### config.mk
export PLATFORM = sky130hd
export DESIGN_NAME = rf_power_mode_manager_core
export DESIGN_NICKNAME = d
export VERILOG_FILES = /design/src/rtl/rfpm_pkg.sv /design/src/rtl/rf_power_mode_manager_core.sv /design/src/rtl/rfpm_conv.sv /design/src/rtl/rfpm_filter.sv /design/src/rtl/rfpm_map.sv /design/src/rtl/rfpm_ctrl.sv
export SDC_FILE = /design/constraint.sdc
export NUM_CORES = 2
export LEC_CHECK = 0
export BUFFER_PORTS_ARGS = -buffer_cell sky130_fd_sc_hd__buf_2
export CAP_MARGIN = 20
export CORE_MARGIN = 2
export CORE_UTILIZATION = 35
export CTS_BUF_LIST = sky130_fd_sc_hd__clkbuf_8
export CTS_CLUSTER_SIZE = 28
export DETAILED_ROUTE_END_ITERATION = 7
export GPL_TIMING_DRIVEN = 0
export PLACE_DENSITY = 0.57
export SETUP_SLACK_MARGIN = 0.05
export SLEW_MARGIN = 20
export SYNTH_ARGS = -nofsm -noshare
export SYNTH_HDL_FRONTEND = slang
export SYNTH_SLANG_ARGS = --single-unit
### constraint.sdc
create_clock -name i_clk -period 21.8 [get_ports i_clk]
set_clock_uncertainty 0.2 [all_clocks]
set_input_delay 1.09 -clock i_clk [delete_from_list [all_inputs] [get_ports i_clk]]
set_output_delay 1.09 -clock i_clk [all_outputs]
set_load 0.02 [all_outputs]
### src/rtl/rfpm_pkg.sv
// Shared types, codes and arithmetic constants of the RF power mode manager.
package rfpm_pkg;

    // Mode codes
    localparam logic [1:0] MODE_ECO    = 2'd0;
    localparam logic [1:0] MODE_NORMAL = 2'd1;
    localparam logic [1:0] MODE_SPORT  = 2'd2;

    // Configuration register indexes
    localparam int CFG_IDX_W = 4;
    localparam logic [CFG_IDX_W-1:0] CFG_THRESHOLD  = 4'd0;
    localparam logic [CFG_IDX_W-1:0] CFG_HYSTERESIS = 4'd1;
    localparam logic [CFG_IDX_W-1:0] CFG_SETTLE     = 4'd2;
    localparam logic [CFG_IDX_W-1:0] CFG_START      = 4'd3;
    localparam logic [CFG_IDX_W-1:0] CFG_TRACK      = 4'd4;
    localparam logic [CFG_IDX_W-1:0] CFG_ECO_PCT    = 4'd5;
    localparam logic [CFG_IDX_W-1:0] CFG_SPORT_PCT  = 4'd6;
    localparam logic [CFG_IDX_W-1:0] CFG_FLOOR_PCT  = 4'd7;
    localparam int CFG_DATA_W = 17;

    // Register reset values
    localparam logic [16:0] RST_THRESHOLD  = 17'd22000;
    localparam logic [12:0] RST_HYSTERESIS = 13'd500;
    localparam logic [15:0] RST_SETTLE     = 16'd2000;
    localparam logic [15:0] RST_START      = 16'd500;
    localparam logic [15:0] RST_TRACK      = 16'd5000;
    localparam logic [6:0]  RST_ECO_PCT    = 7'd70;
    localparam logic [6:0]  RST_SPORT_PCT  = 7'd100;
    localparam logic [5:0]  RST_FLOOR_PCT  = 6'd10;

    // Timing
    localparam logic [31:0] SWITCH_PERIOD_MS = 32'd100;
    localparam logic [31:0] SAMPLE_PERIOD_MS = 32'd50;

    // ADC to mV: 3300 * 104700 / (4095 * 4700) reduces to 76780 / 4277.
    // Rounded result = (adc * 76780 + 2138) / 4277, done as a multiply by
    // an exact reciprocal scaled by 2^41 (exact over the 12-bit input range).
    localparam int          CONV_SHIFT = 41;
    localparam longint unsigned CONV_NUM = 64'd76780;
    localparam longint unsigned CONV_DEN = 64'd4277;
    localparam longint unsigned CONV_RECIP =
        ((64'd1 << CONV_SHIFT) + CONV_DEN - 64'd1) / CONV_DEN;
    localparam longint unsigned CONV_MUL  = CONV_NUM * CONV_RECIP;
    localparam longint unsigned CONV_BIAS = ((CONV_DEN - 64'd1) / 64'd2) * CONV_RECIP;

    // Normal-mode mapping: 100 % at 21000 mV, 56 % at 36000 mV
    localparam logic [16:0] NORM_FULL_MV  = 17'd21000;
    localparam logic [6:0]  NORM_FULL_PCT = 7'd100;
    localparam longint unsigned NORM_SPAN  = 64'd36000 - 64'd21000;
    localparam longint unsigned NORM_SLOPE = 64'd100 - 64'd56;
    localparam int          MAP_SHIFT = 37;
    localparam longint unsigned MAP_RECIP =
        ((64'd1 << MAP_SHIFT) + NORM_SPAN - 64'd1) / NORM_SPAN;
    localparam longint unsigned MAP_MUL  = NORM_SLOPE * MAP_RECIP;
    localparam longint unsigned MAP_BIAS = (NORM_SPAN / 64'd2) * MAP_RECIP;

    typedef struct packed {
        logic [16:0] threshold_mv;
        logic [12:0] hysteresis_mv;
        logic [15:0] settle_ms;
        logic [15:0] start_delay_ms;
        logic [15:0] tracking_interval_ms;
        logic [6:0]  eco_percent;
        logic [6:0]  sport_percent;
        logic [5:0]  rf_floor_percent;
    } t_cfg;

    typedef struct packed {
        logic [31:0] now_ms;
        logic [11:0] adc_sample;
        logic        switch_grounded;
        logic        eco_jumper;
        logic        sport_jumper;
    } t_item;

    typedef struct packed {
        t_item       item;
        logic [16:0] raw_mv;
    } t_conv;

    typedef struct packed {
        logic [31:0] now_ms;
        logic        eco_jumper;
        logic        sport_jumper;
        logic        shutdown_req;
        logic [16:0] filtered_mv;
    } t_filt;

    typedef struct packed {
        t_filt       filt;
        logic [6:0]  normal_pct;
        logic        above_upper;
        logic        below_lower;
        logic        above_thr;
    } t_mapd;

endpackage

### src/rtl/rf_power_mode_manager_core.sv
// Top level of the RF power mode manager: handshake, config registers, stage chain.
//
// RF power mode manager. Each input beat is one tick (time stamp, ADC sample,
// power switch level, mode jumpers) and yields exactly one result beat (RF
// write and percent, indicator pattern write with range and mode, indicator
// and fan levels, filtered voltage). The datapath is a five-register chain:
// input register, ADC-to-mV conversion, switch sampling plus low-pass filter,
// Normal-mode mapping plus range compares, and the control/result register.
// Each stage keeps its own state, so one beat is accepted every cycle while the
// output is not stalled, and a result beat is presented once its input beat has
// passed the conversion, filter, map and result registers; throughput is one beat
// per cycle, limited only by the output stall. Empty stages take beats while a
// finished result waits, so input beats keep flowing until the chain fills.
// Configuration registers are written through a separate valid/ready port that
// is always ready; write them only while no beat is in flight. There is no
// post-reset clearing pass: the block takes beats right after reset.
module rf_power_mode_manager_core (
    input  logic                            i_clk,
    input  logic                            i_rst_n,
    // tick input channel
    input  logic                            i_valid,
    output logic                            o_stall,
    input  logic [31:0]                     i_now_ms,
    input  logic [11:0]                     i_adc_sample,
    input  logic                            i_switch_grounded,
    input  logic                            i_eco_jumper,
    input  logic                            i_sport_jumper,
    // result channel
    output logic                            o_valid,
    input  logic                            i_stall,
    output logic                            o_rf_write,
    output logic [6:0]                      o_rf_percent,
    output logic                            o_pattern_write,
    output logic                            o_range_high,
    output logic [1:0]                      o_mode_out,
    output logic                            o_indicators_on,
    output logic                            o_fan_on,
    output logic [16:0]                     o_voltage_mv,
    // configuration write channel
    input  logic                            i_cfg_valid,
    output logic                            o_cfg_ready,
    input  logic [rfpm_pkg::CFG_IDX_W-1:0]  i_cfg_index,
    input  logic [rfpm_pkg::CFG_DATA_W-1:0] i_cfg_data
);

    rfpm_pkg::t_cfg  r_cfg;
    rfpm_pkg::t_item r_item;
    rfpm_pkg::t_item w_item;
    rfpm_pkg::t_conv w_conv;
    rfpm_pkg::t_filt w_filt;
    rfpm_pkg::t_mapd w_mapd;

    // r_v[0] input reg, [1] conv, [2] filter, [3] map, [4] result
    logic [4:0] r_v;
    logic [4:0] w_ld;

    // ------------------------------------------------------------------
    // Configuration registers; writes masked to each register's width,
    // unknown indexes dropped.
    // ------------------------------------------------------------------
    assign o_cfg_ready = 1'b1;

    always_ff @(posedge i_clk) begin
        if (!i_rst_n) begin
            r_cfg.threshold_mv         <= rfpm_pkg::RST_THRESHOLD;
            r_cfg.hysteresis_mv        <= rfpm_pkg::RST_HYSTERESIS;
            r_cfg.settle_ms            <= rfpm_pkg::RST_SETTLE;
            r_cfg.start_delay_ms       <= rfpm_pkg::RST_START;
            r_cfg.tracking_interval_ms <= rfpm_pkg::RST_TRACK;
            r_cfg.eco_percent          <= rfpm_pkg::RST_ECO_PCT;
            r_cfg.sport_percent        <= rfpm_pkg::RST_SPORT_PCT;
            r_cfg.rf_floor_percent     <= rfpm_pkg::RST_FLOOR_PCT;
        end else if (i_cfg_valid && o_cfg_ready) begin
            unique case (i_cfg_index)
                rfpm_pkg::CFG_THRESHOLD:  r_cfg.threshold_mv         <= i_cfg_data;
                rfpm_pkg::CFG_HYSTERESIS: r_cfg.hysteresis_mv        <= i_cfg_data[12:0];
                rfpm_pkg::CFG_SETTLE:     r_cfg.settle_ms            <= i_cfg_data[15:0];
                rfpm_pkg::CFG_START:      r_cfg.start_delay_ms       <= i_cfg_data[15:0];
                rfpm_pkg::CFG_TRACK:      r_cfg.tracking_interval_ms <= i_cfg_data[15:0];
                rfpm_pkg::CFG_ECO_PCT:    r_cfg.eco_percent          <= i_cfg_data[6:0];
                rfpm_pkg::CFG_SPORT_PCT:  r_cfg.sport_percent        <= i_cfg_data[6:0];
                rfpm_pkg::CFG_FLOOR_PCT:  r_cfg.rf_floor_percent     <= i_cfg_data[5:0];
                default: ;
            endcase
        end
    end

    // ------------------------------------------------------------------
    // Stage flow control: a stage loads when the one ahead of it holds a
    // beat and it is empty or being emptied in the same cycle.
    // ------------------------------------------------------------------
    assign w_ld[4] = r_v[3] && (!r_v[4] || !i_stall);
    assign w_ld[3] = r_v[2] && (!r_v[3] || w_ld[4]);
    assign w_ld[2] = r_v[1] && (!r_v[2] || w_ld[3]);
    assign w_ld[1] = r_v[0] && (!r_v[1] || w_ld[2]);
    assign o_stall = r_v[0] && !w_ld[1];
    assign w_ld[0] = i_valid && !o_stall;
    assign o_valid = r_v[4];

    always_ff @(posedge i_clk) begin
        if (!i_rst_n) begin
            r_v <= '0;
        end else begin
            r_v[0] <= w_ld[0] || (r_v[0] && !w_ld[1]);
            r_v[1] <= w_ld[1] || (r_v[1] && !w_ld[2]);
            r_v[2] <= w_ld[2] || (r_v[2] && !w_ld[3]);
            r_v[3] <= w_ld[3] || (r_v[3] && !w_ld[4]);
            r_v[4] <= w_ld[4] || (r_v[4] && i_stall);
        end
    end

    // input register
    assign w_item.now_ms          = i_now_ms;
    assign w_item.adc_sample      = i_adc_sample;
    assign w_item.switch_grounded = i_switch_grounded;
    assign w_item.eco_jumper      = i_eco_jumper;
    assign w_item.sport_jumper    = i_sport_jumper;

    always_ff @(posedge i_clk) begin
        if (w_ld[0]) begin
            r_item <= w_item;
        end
    end

    rfpm_conv u_conv (
        .i_clk  (i_clk),
        .i_load (w_ld[1]),
        .i_item (r_item),
        .o_conv (w_conv)
    );

    rfpm_filter u_filter (
        .i_clk   (i_clk),
        .i_rst_n (i_rst_n),
        .i_load  (w_ld[2]),
        .i_conv  (w_conv),
        .o_filt  (w_filt)
    );

    rfpm_map u_map (
        .i_clk  (i_clk),
        .i_load (w_ld[3]),
        .i_cfg  (r_cfg),
        .i_filt (w_filt),
        .o_mapd (w_mapd)
    );

    rfpm_ctrl u_ctrl (
        .i_clk           (i_clk),
        .i_rst_n         (i_rst_n),
        .i_load          (w_ld[4]),
        .i_cfg           (r_cfg),
        .i_mapd          (w_mapd),
        .o_rf_write      (o_rf_write),
        .o_rf_percent    (o_rf_percent),
        .o_pattern_write (o_pattern_write),
        .o_range_high    (o_range_high),
        .o_mode_out      (o_mode_out),
        .o_indicators_on (o_indicators_on),
        .o_fan_on        (o_fan_on),
        .o_voltage_mv    (o_voltage_mv)
    );

endmodule

### src/rtl/rfpm_conv.sv
// ADC sample to millivolt conversion stage.
module rfpm_conv (
    input  logic                i_clk,
    input  logic                i_load,
    input  rfpm_pkg::t_item     i_item,
    output rfpm_pkg::t_conv     o_conv
);

    logic [57:0]       w_prod;
    rfpm_pkg::t_conv   r_conv;

    // single constant multiply, reciprocal already folded in
    assign w_prod = {46'b0, i_item.adc_sample} * rfpm_pkg::CONV_MUL[57:0]
                  + rfpm_pkg::CONV_BIAS[57:0];

    always_ff @(posedge i_clk) begin
        if (i_load) begin
            r_conv.item   <= i_item;
            r_conv.raw_mv <= w_prod[rfpm_pkg::CONV_SHIFT +: 17];
        end
    end

    assign o_conv = r_conv;

endmodule

### src/rtl/rfpm_filter.sv
// Power switch sampling and 7/8 low-pass voltage filter stage.
module rfpm_filter (
    input  logic                i_clk,
    input  logic                i_rst_n,
    input  logic                i_load,
    input  rfpm_pkg::t_conv     i_conv,
    output rfpm_pkg::t_filt     o_filt
);

    logic        r_sw_seen, n_sw_seen;
    logic [31:0] r_last_sw, n_last_sw;
    logic        r_sreq, n_sreq;
    logic        r_filt_valid, n_filt_valid;
    logic [31:0] r_last_sample, n_last_sample;
    logic [16:0] r_filt, n_filt;
    logic [31:0] w_sw_age, w_sample_age;
    logic [19:0] w_acc;
    rfpm_pkg::t_filt r_out;

    assign w_sw_age     = i_conv.item.now_ms - r_last_sw;
    assign w_sample_age = i_conv.item.now_ms - r_last_sample;
    // 7 * old + new + 4, then divide by 8
    assign w_acc = ({r_filt, 3'b000} - {3'b000, r_filt}) + {3'b000, i_conv.raw_mv} + 20'd4;

    always_comb begin
        n_sw_seen     = r_sw_seen;
        n_last_sw     = r_last_sw;
        n_sreq        = r_sreq;
        n_filt_valid  = r_filt_valid;
        n_last_sample = r_last_sample;
        n_filt        = r_filt;
        if (!r_sw_seen || w_sw_age >= rfpm_pkg::SWITCH_PERIOD_MS) begin
            n_last_sw = i_conv.item.now_ms;
            n_sreq    = i_conv.item.switch_grounded;
            n_sw_seen = 1'b1;
        end
        // no sampling while shut down
        if (!n_sreq && (!r_filt_valid || w_sample_age >= rfpm_pkg::SAMPLE_PERIOD_MS)) begin
            n_last_sample = i_conv.item.now_ms;
            n_filt_valid  = 1'b1;
            if (!r_filt_valid) begin
                n_filt = i_conv.raw_mv;
            end else begin
                n_filt = w_acc[19:3];
            end
        end
    end

    always_ff @(posedge i_clk) begin
        if (!i_rst_n) begin
            r_sw_seen     <= 1'b0;
            r_last_sw     <= '0;
            r_sreq        <= 1'b0;
            r_filt_valid  <= 1'b0;
            r_last_sample <= '0;
            r_filt        <= '0;
        end else if (i_load) begin
            r_sw_seen     <= n_sw_seen;
            r_last_sw     <= n_last_sw;
            r_sreq        <= n_sreq;
            r_filt_valid  <= n_filt_valid;
            r_last_sample <= n_last_sample;
            r_filt        <= n_filt;
        end
    end

    always_ff @(posedge i_clk) begin
        if (i_load) begin
            r_out.now_ms       <= i_conv.item.now_ms;
            r_out.eco_jumper   <= i_conv.item.eco_jumper;
            r_out.sport_jumper <= i_conv.item.sport_jumper;
            r_out.shutdown_req <= n_sreq;
            r_out.filtered_mv  <= n_filt;
        end
    end

    assign o_filt = r_out;

endmodule

### src/rtl/rfpm_map.sv
// Normal-mode RF mapping and range threshold compares.
module rfpm_map (
    input  logic                i_clk,
    input  logic                i_load,
    input  rfpm_pkg::t_cfg      i_cfg,
    input  rfpm_pkg::t_filt     i_filt,
    output rfpm_pkg::t_mapd     o_mapd
);

    logic [16:0] w_excess;
    logic [46:0] w_prod;
    logic [9:0]  w_drop;
    logic [9:0]  w_limit;
    logic [6:0]  w_pct;
    logic [11:0] w_half;
    logic [17:0] w_upper;
    logic [17:0] w_lower_sum;
    rfpm_pkg::t_mapd r_out;

    assign w_excess = i_filt.filtered_mv - rfpm_pkg::NORM_FULL_MV;
    // (excess * 44 + 7500) / 15000 as one constant multiply
    assign w_prod   = {30'b0, w_excess} * rfpm_pkg::MAP_MUL[46:0] + rfpm_pkg::MAP_BIAS[46:0];
    assign w_drop   = w_prod[rfpm_pkg::MAP_SHIFT +: 10];
    assign w_limit  = {3'b000, rfpm_pkg::NORM_FULL_PCT - {1'b0, i_cfg.rf_floor_percent}};

    always_comb begin
        if (i_filt.filtered_mv <= rfpm_pkg::NORM_FULL_MV) begin
            w_pct = rfpm_pkg::NORM_FULL_PCT;
        end else if (w_drop >= w_limit) begin
            w_pct = {1'b0, i_cfg.rf_floor_percent};
        end else begin
            w_pct = rfpm_pkg::NORM_FULL_PCT - w_drop[6:0];
        end
    end

    assign w_half      = i_cfg.hysteresis_mv[12:1];
    assign w_upper     = {1'b0, i_cfg.threshold_mv} + {6'b0, w_half};
    assign w_lower_sum = {1'b0, i_filt.filtered_mv} + {6'b0, w_half};

    always_ff @(posedge i_clk) begin
        if (i_load) begin
            r_out.filt        <= i_filt;
            r_out.normal_pct  <= w_pct;
            r_out.above_upper <= {1'b0, i_filt.filtered_mv} > w_upper;
            r_out.below_lower <= w_lower_sum < {1'b0, i_cfg.threshold_mv};
            r_out.above_thr   <= i_filt.filtered_mv > i_cfg.threshold_mv;
        end
    end

    assign o_mapd = r_out;

endmodule

### src/rtl/rfpm_ctrl.sv
// Range/mode tracking, settle and apply control, result register.
module rfpm_ctrl (
    input  logic                i_clk,
    input  logic                i_rst_n,
    input  logic                i_load,
    input  rfpm_pkg::t_cfg      i_cfg,
    input  rfpm_pkg::t_mapd     i_mapd,
    output logic                o_rf_write,
    output logic [6:0]          o_rf_percent,
    output logic                o_pattern_write,
    output logic                o_range_high,
    output logic [1:0]          o_mode_out,
    output logic                o_indicators_on,
    output logic                o_fan_on,
    output logic [16:0]         o_voltage_mv
);

    logic        r_sd_done, n_sd_done;
    logic        r_seen, n_seen;
    logic        r_cur_range, n_cur_range;
    logic [1:0]  r_cur_mode, n_cur_mode;
    logic [31:0] r_range_ms, n_range_ms;
    logic [31:0] r_mode_ms, n_mode_ms;
    logic        r_app_valid, n_app_valid;
    logic        r_app_range, n_app_range;
    logic [1:0]  r_app_mode, n_app_mode;
    logic [31:0] r_track_ms, n_track_ms;

    logic        r_rf_write, n_rf_write;
    logic [6:0]  r_rf_pct, n_rf_pct;
    logic        r_pat_write, n_pat_write;
    logic        r_fan_on;
    logic [16:0] r_volt;

    logic [31:0] w_now;
    logic [1:0]  w_mode;
    logic        w_range;
    logic [31:0] w_range_age, w_mode_age, w_track_age;
    logic        w_range_stable, w_mode_stable, w_apply;
    logic [6:0]  w_pct;

    assign w_now = i_mapd.filt.now_ms;

    always_comb begin
        if (i_mapd.filt.eco_jumper) begin
            w_mode = rfpm_pkg::MODE_ECO;
        end else if (i_mapd.filt.sport_jumper) begin
            w_mode = rfpm_pkg::MODE_SPORT;
        end else begin
            w_mode = rfpm_pkg::MODE_NORMAL;
        end
    end

    // range class with hysteresis; first beat takes a plain compare
    always_comb begin
        w_range = r_cur_range;
        if (!r_seen) begin
            w_range = i_mapd.above_thr;
        end else if (!r_cur_range && i_mapd.above_upper) begin
            w_range = 1'b1;
        end else if (r_cur_range && i_mapd.below_lower) begin
            w_range = 1'b0;
        end
    end

    always_comb begin
        n_sd_done   = r_sd_done;
        n_seen      = r_seen;
        n_cur_range = r_cur_range;
        n_cur_mode  = r_cur_mode;
        n_range_ms  = r_range_ms;
        n_mode_ms   = r_mode_ms;
        n_app_valid = r_app_valid;
        n_app_range = r_app_range;
        n_app_mode  = r_app_mode;
        n_track_ms  = r_track_ms;
        n_rf_write  = 1'b0;
        n_rf_pct    = 7'd0;
        n_pat_write = 1'b0;
        w_apply     = 1'b0;

        if (i_mapd.filt.shutdown_req) begin
            // one zero write on entry, then hold
            if (!r_sd_done) begin
                n_rf_write  = 1'b1;
                n_app_valid = 1'b0;
                n_sd_done   = 1'b1;
            end
        end else begin
            n_sd_done = 1'b0;
            if (!r_seen) begin
                n_cur_range = w_range;
                n_cur_mode  = w_mode;
                n_range_ms  = w_now;
                n_mode_ms   = w_now;
                n_seen      = 1'b1;
            end else begin
                if (w_range != r_cur_range) begin
                    n_cur_range = w_range;
                    n_range_ms  = w_now;
                end
                if (w_mode != r_cur_mode) begin
                    n_cur_mode = w_mode;
                    n_mode_ms  = w_now;
                end
            end

            if (!r_app_valid) begin
                w_apply = w_now >= {16'b0, i_cfg.start_delay_ms};
            end else begin
                if (w_mode_stable && n_cur_mode == rfpm_pkg::MODE_NORMAL &&
                    r_app_mode == rfpm_pkg::MODE_NORMAL &&
                    w_track_age >= {16'b0, i_cfg.tracking_interval_ms}) begin
                    n_rf_write = 1'b1;
                    n_rf_pct   = i_mapd.normal_pct;
                    n_track_ms = w_now;
                end
                w_apply = w_range_stable && w_mode_stable &&
                          (n_cur_range != r_app_range || n_cur_mode != r_app_mode);
            end

            if (w_apply) begin
                if (!r_app_valid || n_cur_mode != r_app_mode) begin
                    n_rf_write = 1'b1;
                    n_rf_pct   = w_pct;
                    if (n_cur_mode == rfpm_pkg::MODE_NORMAL) begin
                        n_track_ms = w_now;
                    end
                end
                n_pat_write = 1'b1;
                n_app_range = n_cur_range;
                n_app_mode  = n_cur_mode;
                n_app_valid = 1'b1;
            end
        end
    end

    // ages measured against the change stamps as updated by this beat:
    // a stamp that moves now has age zero
    assign w_range_age    = (!r_seen || w_range != r_cur_range) ? 32'd0 : w_now - r_range_ms;
    assign w_mode_age     = (!r_seen || w_mode != r_cur_mode) ? 32'd0 : w_now - r_mode_ms;
    assign w_track_age    = w_now - r_track_ms;
    assign w_range_stable = w_range_age >= {16'b0, i_cfg.settle_ms};
    assign w_mode_stable  = w_mode_age >= {16'b0, i_cfg.settle_ms};

    // outside shutdown the current mode always ends up equal to the jumper mode
    always_comb begin
        case (w_mode)
            rfpm_pkg::MODE_ECO:   w_pct = i_cfg.eco_percent;
            rfpm_pkg::MODE_SPORT: w_pct = i_cfg.sport_percent;
            default:              w_pct = i_mapd.normal_pct;
        endcase
    end

    always_ff @(posedge i_clk) begin
        if (!i_rst_n) begin
            r_sd_done   <= 1'b0;
            r_seen      <= 1'b0;
            r_cur_range <= 1'b0;
            r_cur_mode  <= rfpm_pkg::MODE_NORMAL;
            r_range_ms  <= '0;
            r_mode_ms   <= '0;
            r_app_valid <= 1'b0;
            r_app_range <= 1'b0;
            r_app_mode  <= rfpm_pkg::MODE_NORMAL;
            r_track_ms  <= '0;
        end else if (i_load) begin
            r_sd_done   <= n_sd_done;
            r_seen      <= n_seen;
            r_cur_range <= n_cur_range;
            r_cur_mode  <= n_cur_mode;
            r_range_ms  <= n_range_ms;
            r_mode_ms   <= n_mode_ms;
            r_app_valid <= n_app_valid;
            r_app_range <= n_app_range;
            r_app_mode  <= n_app_mode;
            r_track_ms  <= n_track_ms;
        end
    end

    always_ff @(posedge i_clk) begin
        if (i_load) begin
            r_rf_write  <= n_rf_write;
            r_rf_pct    <= n_rf_pct;
            r_pat_write <= n_pat_write;
            r_fan_on    <= !i_mapd.filt.shutdown_req;
            r_volt      <= i_mapd.filt.filtered_mv;
        end
    end

    // applied range/mode and shutdown flag only move on a load, so they
    // double as the result fields
    assign o_rf_write      = r_rf_write;
    assign o_rf_percent    = r_rf_pct;
    assign o_pattern_write = r_pat_write;
    assign o_range_high    = r_app_range;
    assign o_mode_out      = r_app_mode;
    assign o_indicators_on = !r_sd_done;
    assign o_fan_on        = r_fan_on;
    assign o_voltage_mv    = r_volt;

endmodule

After elaboration in Yosys (flattened, before gate mapping)
Cells that the tools add are included.
{"block": "word_totals", "regBits": 532, "latchBits": 0, "ramBits": 0, "romBits": 0, "mem_count": 0}
{"block": "op_classes", "addsub": 15, "multipliers": 2, "div_mod_pow": 0, "magnitude_cmp": 11, "n_eq_ne": 17, "n_shift": 0, "muxes": 44, "bitwise_logic": 1, "n_reduce_logical": 69}
{"operator": "$mux W32", "n": 11}
{"operator": "$sub A32 B32 Y32", "n": 5}
{"operator": "$ge A32 B16 Y1", "n": 4}
{"operator": "$add A58 B40 Y58 const B", "n": 1}
{"operator": "$mul A12 B44 Y56 const B", "n": 1}
{"operator": "$add A46 B37 Y47 const B", "n": 1}
{"operator": "$mul A17 B27 Y44 const B", "n": 1}
{"operator": "$add A17 B12 Y18", "n": 2}
{"operator": "$mux W7", "n": 5}
{"operator": "$mux W17", "n": 2}
{"operator": "$ge A32 B6 Y1 const B", "n": 1}
{"operator": "$ge A32 B7 Y1 const B", "n": 1}
{"operator": "$reduce_and A2 Y1", "n": 11}
{"operator": "$add A20 B17 Y20", "n": 1}
{"operator": "$add A20 B3 Y20 const B", "n": 1}
{"operator": "$mux W1", "n": 20}
{"operator": "$sub A20 B17 Y20", "n": 1}
{"operator": "$gt A17 B18 Y1", "n": 1}
{"operator": "$logic_and A1 B1 Y1", "n": 18}
{"operator": "$logic_not A1 Y1", "n": 18}
{"operator": "$lt A18 B17 Y1", "n": 1}
{"operator": "$gt A17 B17 Y1", "n": 1}
{"operator": "$le A17 B15 Y1 const B", "n": 1}
{"operator": "$sub A17 B15 Y17 const B", "n": 1}
{"operator": "19 further kinds", "n": 49}

Longest topological paths before layout
{"block": "depth", "depth_word": 15, "depth_mapped": 47, "mapped_depth_nobuf": 46}

Modules after synthesis
From an unflattened synthesis, not the netlist that was laid out.
{"block": "hier_totals", "cells_unflattened": 5946, "area_unflattened_um2": 53069.6}
{"mod": "rfpm_map", "n_inst": 1, "cells_per_inst": 1378, "area_per_inst_um2": 12952.4, "seq_area_each_um2": 1861.8}
{"mod": "rfpm_ctrl", "n_inst": 1, "cells_per_inst": 1719, "area_per_inst_um2": 12829.8, "seq_area_each_um2": 2912.8}
{"mod": "rfpm_conv", "n_inst": 1, "cells_per_inst": 1136, "area_per_inst_um2": 11131.9, "seq_area_each_um2": 1921.8}
{"mod": "rfpm_filter", "n_inst": 1, "cells_per_inst": 1263, "area_per_inst_um2": 10732.8, "seq_area_each_um2": 3243.1}
{"mod": "rf_power_mode_manager_core", "n_inst": 1, "cells_per_inst": 450, "area_per_inst_um2": 5422.7, "seq_area_each_um2": 3473.3}

Least setup slack after synthesis
Ideal clock, no wire load.
{"block": "synth_timing", "kind": "reg2reg", "start": "reg u_filter.r_out (netlist bit u_filter.o_filt[3])", "end": "reg u_map.r_out (netlist bit u_map.o_mapd[8]) (data pin)", "setup_ns": 0.261, "arrival_time_ns": 10.819, "path_slack_ns": 10.520, "path_stages_with_launch": 46, "period_less_slack_ns": 11.280, "path_cell_list": "edfxtp_1 -> inv_1 -> ha_1 -> nand3b_1 -> a21oi_1 -> nand2b_1 -> nand2_1 -> inv_1 -> o21ai_0 -> xor2_1 -> inv_1 -> ha_1 -> inv_1 -> ha_1 -> inv_1 -> fa_1 -> fa_1 -> fa_1 -> [... 10 more ...] -> o2111ai_1 -> nor4_1 -> a31oi_1 -> xnor2_1 -> ha_1 -> nand2b_1 -> a21o_1 -> a21o_1 -> a21oi_1 -> a21oi_1 -> a211oi_1 -> o221ai_1 -> and2_0 -> nor4b_1 -> o221a_2 -> nor2_1 -> and2_1 -> a311o_1"}
{"block": "synth_between", "elab_chain_cells": 5, "elab_cells_between_ends": 7, "cone_classes": "add/sub (3); mul (1); order compare (2); mux (1)"}
{"item": "from (decl)", "line_no": "rfpm_filter.sv:18", "rtl": "rfpm_pkg::t_filt r_out;"}
{"item": "$sub A17 B15 Y17", "line_no": "rfpm_map.sv:20", "rtl": "assign w_excess = i_filt.filtered_mv - rfpm_pkg::NORM_FULL_MV;"}
{"item": "$mul A17 B27 Y44", "line_no": "rfpm_map.sv:22", "rtl": "assign w_prod = {30'b0, w_excess} * rfpm_pkg::MAP_MUL[46:0] + rfpm_pkg::MAP_BIAS[46:0];"}
{"item": "$add A46 B37 Y47", "line_no": "rfpm_map.sv:22"}
{"item": "$ge A10 B7 Y1 or $sub A7 B7 Y7 (tied branches)", "line_no": "rfpm_map.sv:29, rfpm_map.sv:32"}
{"item": "$mux W7", "line_no": "rfpm_map.sv:29", "rtl": "end else if (w_drop >= w_limit) begin"}
{"item": "to (decl)", "line_no": "rfpm_map.sv:18", "rtl": "rfpm_pkg::t_mapd r_out;"}
Parallel ways exist; a longest one is shown, timed or not.
A chain may end at the register's enable or synchronous reset.

Worst setup path after layout
Same ends and word-level chain as after synthesis.

==> out/metrics.yaml <==
clock_network:
  insertion_delay_ps: 780
  cts_tree: "yes"
  numCtsBuffers: 91
  cts_htree_levels: 3
  holdBufCountCts: 0
  cts_root_buf: "clkbuf_8"
  clkSinkCount: 531
  clkTransAtPathRegs_ps: 60
  clock_path_buffers: 3
  postCtsSetupBuffers: 0
  cts_resized: 0
timing:
  post-route-period-util: 0.6649
  slew_headroom: 0.2290
  rsz0062_at_grt: "no"
  tightest_slew_ps: 1127
  hold_violations: 0
  drv_slew: 0
  min_period_ps: 14490
  setup_viol_count_final: 0
  tns_ps: 0
  setup_slack_ps: 7305
  fmax_ghz: 0.06899
final_layout:
  nFillCells: 14460
  final_nets: 6919
  final_common_cell: "inv_1"
  final_cell_mix: "inv_1 (794), ha_1 (627), nand2_1 (575), a21oi_1 (474), nor2_1 (328)"
  final_layout_size_suffix_gt1_frac: 0.05734
  fin_area_sq_um: 55320
  area_growth_syn_to_layout_pct: 10.16
setup_path:
  end_kind: "flop"
  cp.depth: 45
  worstSetupPathType: "reg2reg"
  path_buf_inv: 7
  r2r_cells: 45
  critPathMaxFanout: 12
  timing.rr.start: "u_filter.o_filt[3]"
  cp_top_family: "adder cells"
  crit_end: "u_map.o_mapd[8]"
  critPathLaunch: "u_filter.o_filt[3]"
  worstSetupStartpointType: "flop"
  reg2reg_to: "u_map.o_mapd[8]"
  worst-r2r-setup-slack_ps: 7310
  cpMaxStageDelayCell: "edfxtp_1"
  crit_path_frequent_cell: "inv_1"
  crit_arrival_ps: 14790
  max_stage_delay_ps: 750
  cp_data_required_time_ps: 22100
global_routing:
  grtUsageTotal: 0.1983
  overflow: 0
  antenna_found_initial: 4
  grt_pass1_wl_mm: 230.6
  grt_pass1_vias: 40940
  grt_max_degree: 34
drt:
  dr.pass1.iters: 5
  viasPerCell: 5.251
  postRouteAntennaNets: 0
  drc_errors: 0
  vias: 41340
  routed_wl_mm: 146.9
  wl_per_cell_um: 18.66
  first_iter_violations: 2477
synthesis:
  syn_nets: 6720
  syn_area_sq_um: 50220
  synth_area_per_cell_sq_um: 8.804
  syn_inst: 5704
  ys.flop_type: "dfxtp_1"
  ys_warn_count: 0
  synthArstFlopShare: 0
  synth_cell_type_count: 96
  ys_seq_elements: 531
  ys_seq_area_frac: 0.2595
  synth_edf_count: 240
min_path:
  hold_class: "reg2reg"
floorplan:
  fp.dieW_um: 382.8
  start_util: 0.3538
  coreArea_sq_um: 141900
  die_h_um: 382.8
  io_pins: 107
  row_count: 138
  fp.dieArea_sq_um: 146500
place:
  pre_cts_slack_ps: 7477
  place.gp.congestion: 0.9592
  dpl_cell_area_sq_um: 53260
  dp.final_hpwl_mm: 119.5
  port_buffers: 100
flow_run:
  maxCapViolations: 0
run_status:
  status: "complete, no violations"
## cells by family after synthesis
| family | after synthesis | share of synthesized area |
|---|---|---|
| buf+inv | 960 | 0.07267 |
| flops | 531 | 0.2595 |
| mux | 139 | 0.02803 |
| other cells | 1 | 0.00007467 |
| fa+ha+maj | 943 | 0.2822 |
| xor+xnor | 215 | 0.03765 |
| simple gates | 1571 | 0.1497 |
| compound gates | 1344 | 0.1702 |
## through the flow
step | util | hold slack (ps) | cells
detailed placement | 0.3752 | 204.5 | 7700
global route | 0.3898 | 209.2 | 7873
global placement | 0.3740 | 201.6 | 7694
floorplan | - | 200.3 | 5704
finish | 0.3898 | 199.2 | 7873
CTS | 0.3897 | 197.1 | 7872
## worst register-to-register path: cells and delay by family, from the launching register on
kind | cells | cell delay, ps
xor gates and xnor gates | 2 | 1050
adders and majority gates | 10 | 4350
and+or+nand+nor | 11 | 2640
buffers and inverters | 7 | 1210
AOI/OAI and AO/OA | 14 | 3690
DFF | 1 | 750
muxes | 1 | 350
## metal layers
metal | vias to the layer above | track usage | share of wire
li1 | 20300 | - | -
met1 | 19840 | 0.2775 | 0.48
met2 | 1001 | 0.3212 | 0.45
met3 | 204 | 0.02766 | 0.051
met4 | 4 | 0.04892 | 0.024
met5 | - | 0 | 0.00014
## how the worst min path moves through the flow
stage	from	end	slack [ps]	cells past startpoint
detailed placement	r_item[37]	u_conv.o_conv[54]	200	0
CTS	u_filter.o_filt[50]	u_map.o_mapd[60]	200	0
finish	u_filter.o_filt[50]	u_map.o_mapd[60]	200	0
global route	u_filter.o_filt[19]	u_map.o_mapd[29]	210	0
global placement	u_filter.o_filt[33]	u_map.o_mapd[43]	200	0
floorplan	r_item[0]	u_conv.o_conv[17]	200	0
## flip-flops by register name (all words and copies together), names as in the netlist, 2 cells and up
| name | count |
|---|---|
| r_cfg | 97 |
| u_ctrl.r_mode_ms | 32 |
| u_conv.o_conv | 52 |
| u_ctrl.o_mode_out | 2 |
| u_map.o_mapd | 62 |
| u_ctrl.o_voltage_mv | 17 |
| r_v | 5 |
| u_ctrl.r_range_ms | 32 |
| u_ctrl.r_track_ms | 32 |
| u_filter.r_last_sw | 32 |
| r_item | 47 |
| u_filter.r_last_sample | 32 |
| u_filter.r_filt | 17 |
| u_ctrl.o_rf_percent | 7 |
| u_filter.o_filt | 52 |
| u_ctrl.r_cur_mode | 2 |
## Yosys cell counts (all sizes together), types with 9 or more instances
library cell	instances	share of area
inv	772	0.058
ha	627	0.16
nand2	576	0.043
a21oi	476	0.048
nor2	328	0.025
fa	316	0.13
dfxtp	291	0.12
edfxtp	240	0.14
o21ai	228	0.023
clkbuf	162	0.012
a21o	150	0.022
xnor2	143	0.025
nand3	130	0.013
mux2i	126	0.025
nor3	106	0.011
xor2	72	0.013
nand4	68	0.0085
nand2b	66	0.0082
o211ai	65	0.010
nor2b	49	0.0061
o21a	47	0.0070
a211oi	46	0.0069
a31oi	45	0.0056
o21bai	45	0.0067
and3	44	0.0055
and2	32	0.0040
nor4	30	0.0037
o31ai	28	0.0042
buf	25	0.0028
or3	23	0.0029
o22ai	22	0.0027
or2	20	0.0025
a211o	18	0.0031
nand3b	17	0.0025
nor3b	17	0.0028
and4	16	0.0028
a2111oi	15	0.0026
a21boi	15	0.0022
o2111ai	15	0.0026
mux2	13	0.0029
or4	13	0.0019
a31o	11	0.0019
o311ai	11	0.0019
o221ai	9	0.0016
## layout make-up
type,count,area (sq um),area share
inverters,773,2903,0.05247
clock inverters,65,574.3,0.01038
plain buffers,187,748.2,0.01352
well taps,1890,2365,0.04274
flip-flops and latches,531,13030,0.2356
clock buffers,107,1473,0.02662
repair buffers,106,635.6,0.01149
diodes,1,2.502,0.00004523
multi-input cells,4213,33590,0.6072
Power is not shown: default switching activity piles up to over one toggle a cycle in this logic, so the estimate is an artifact.
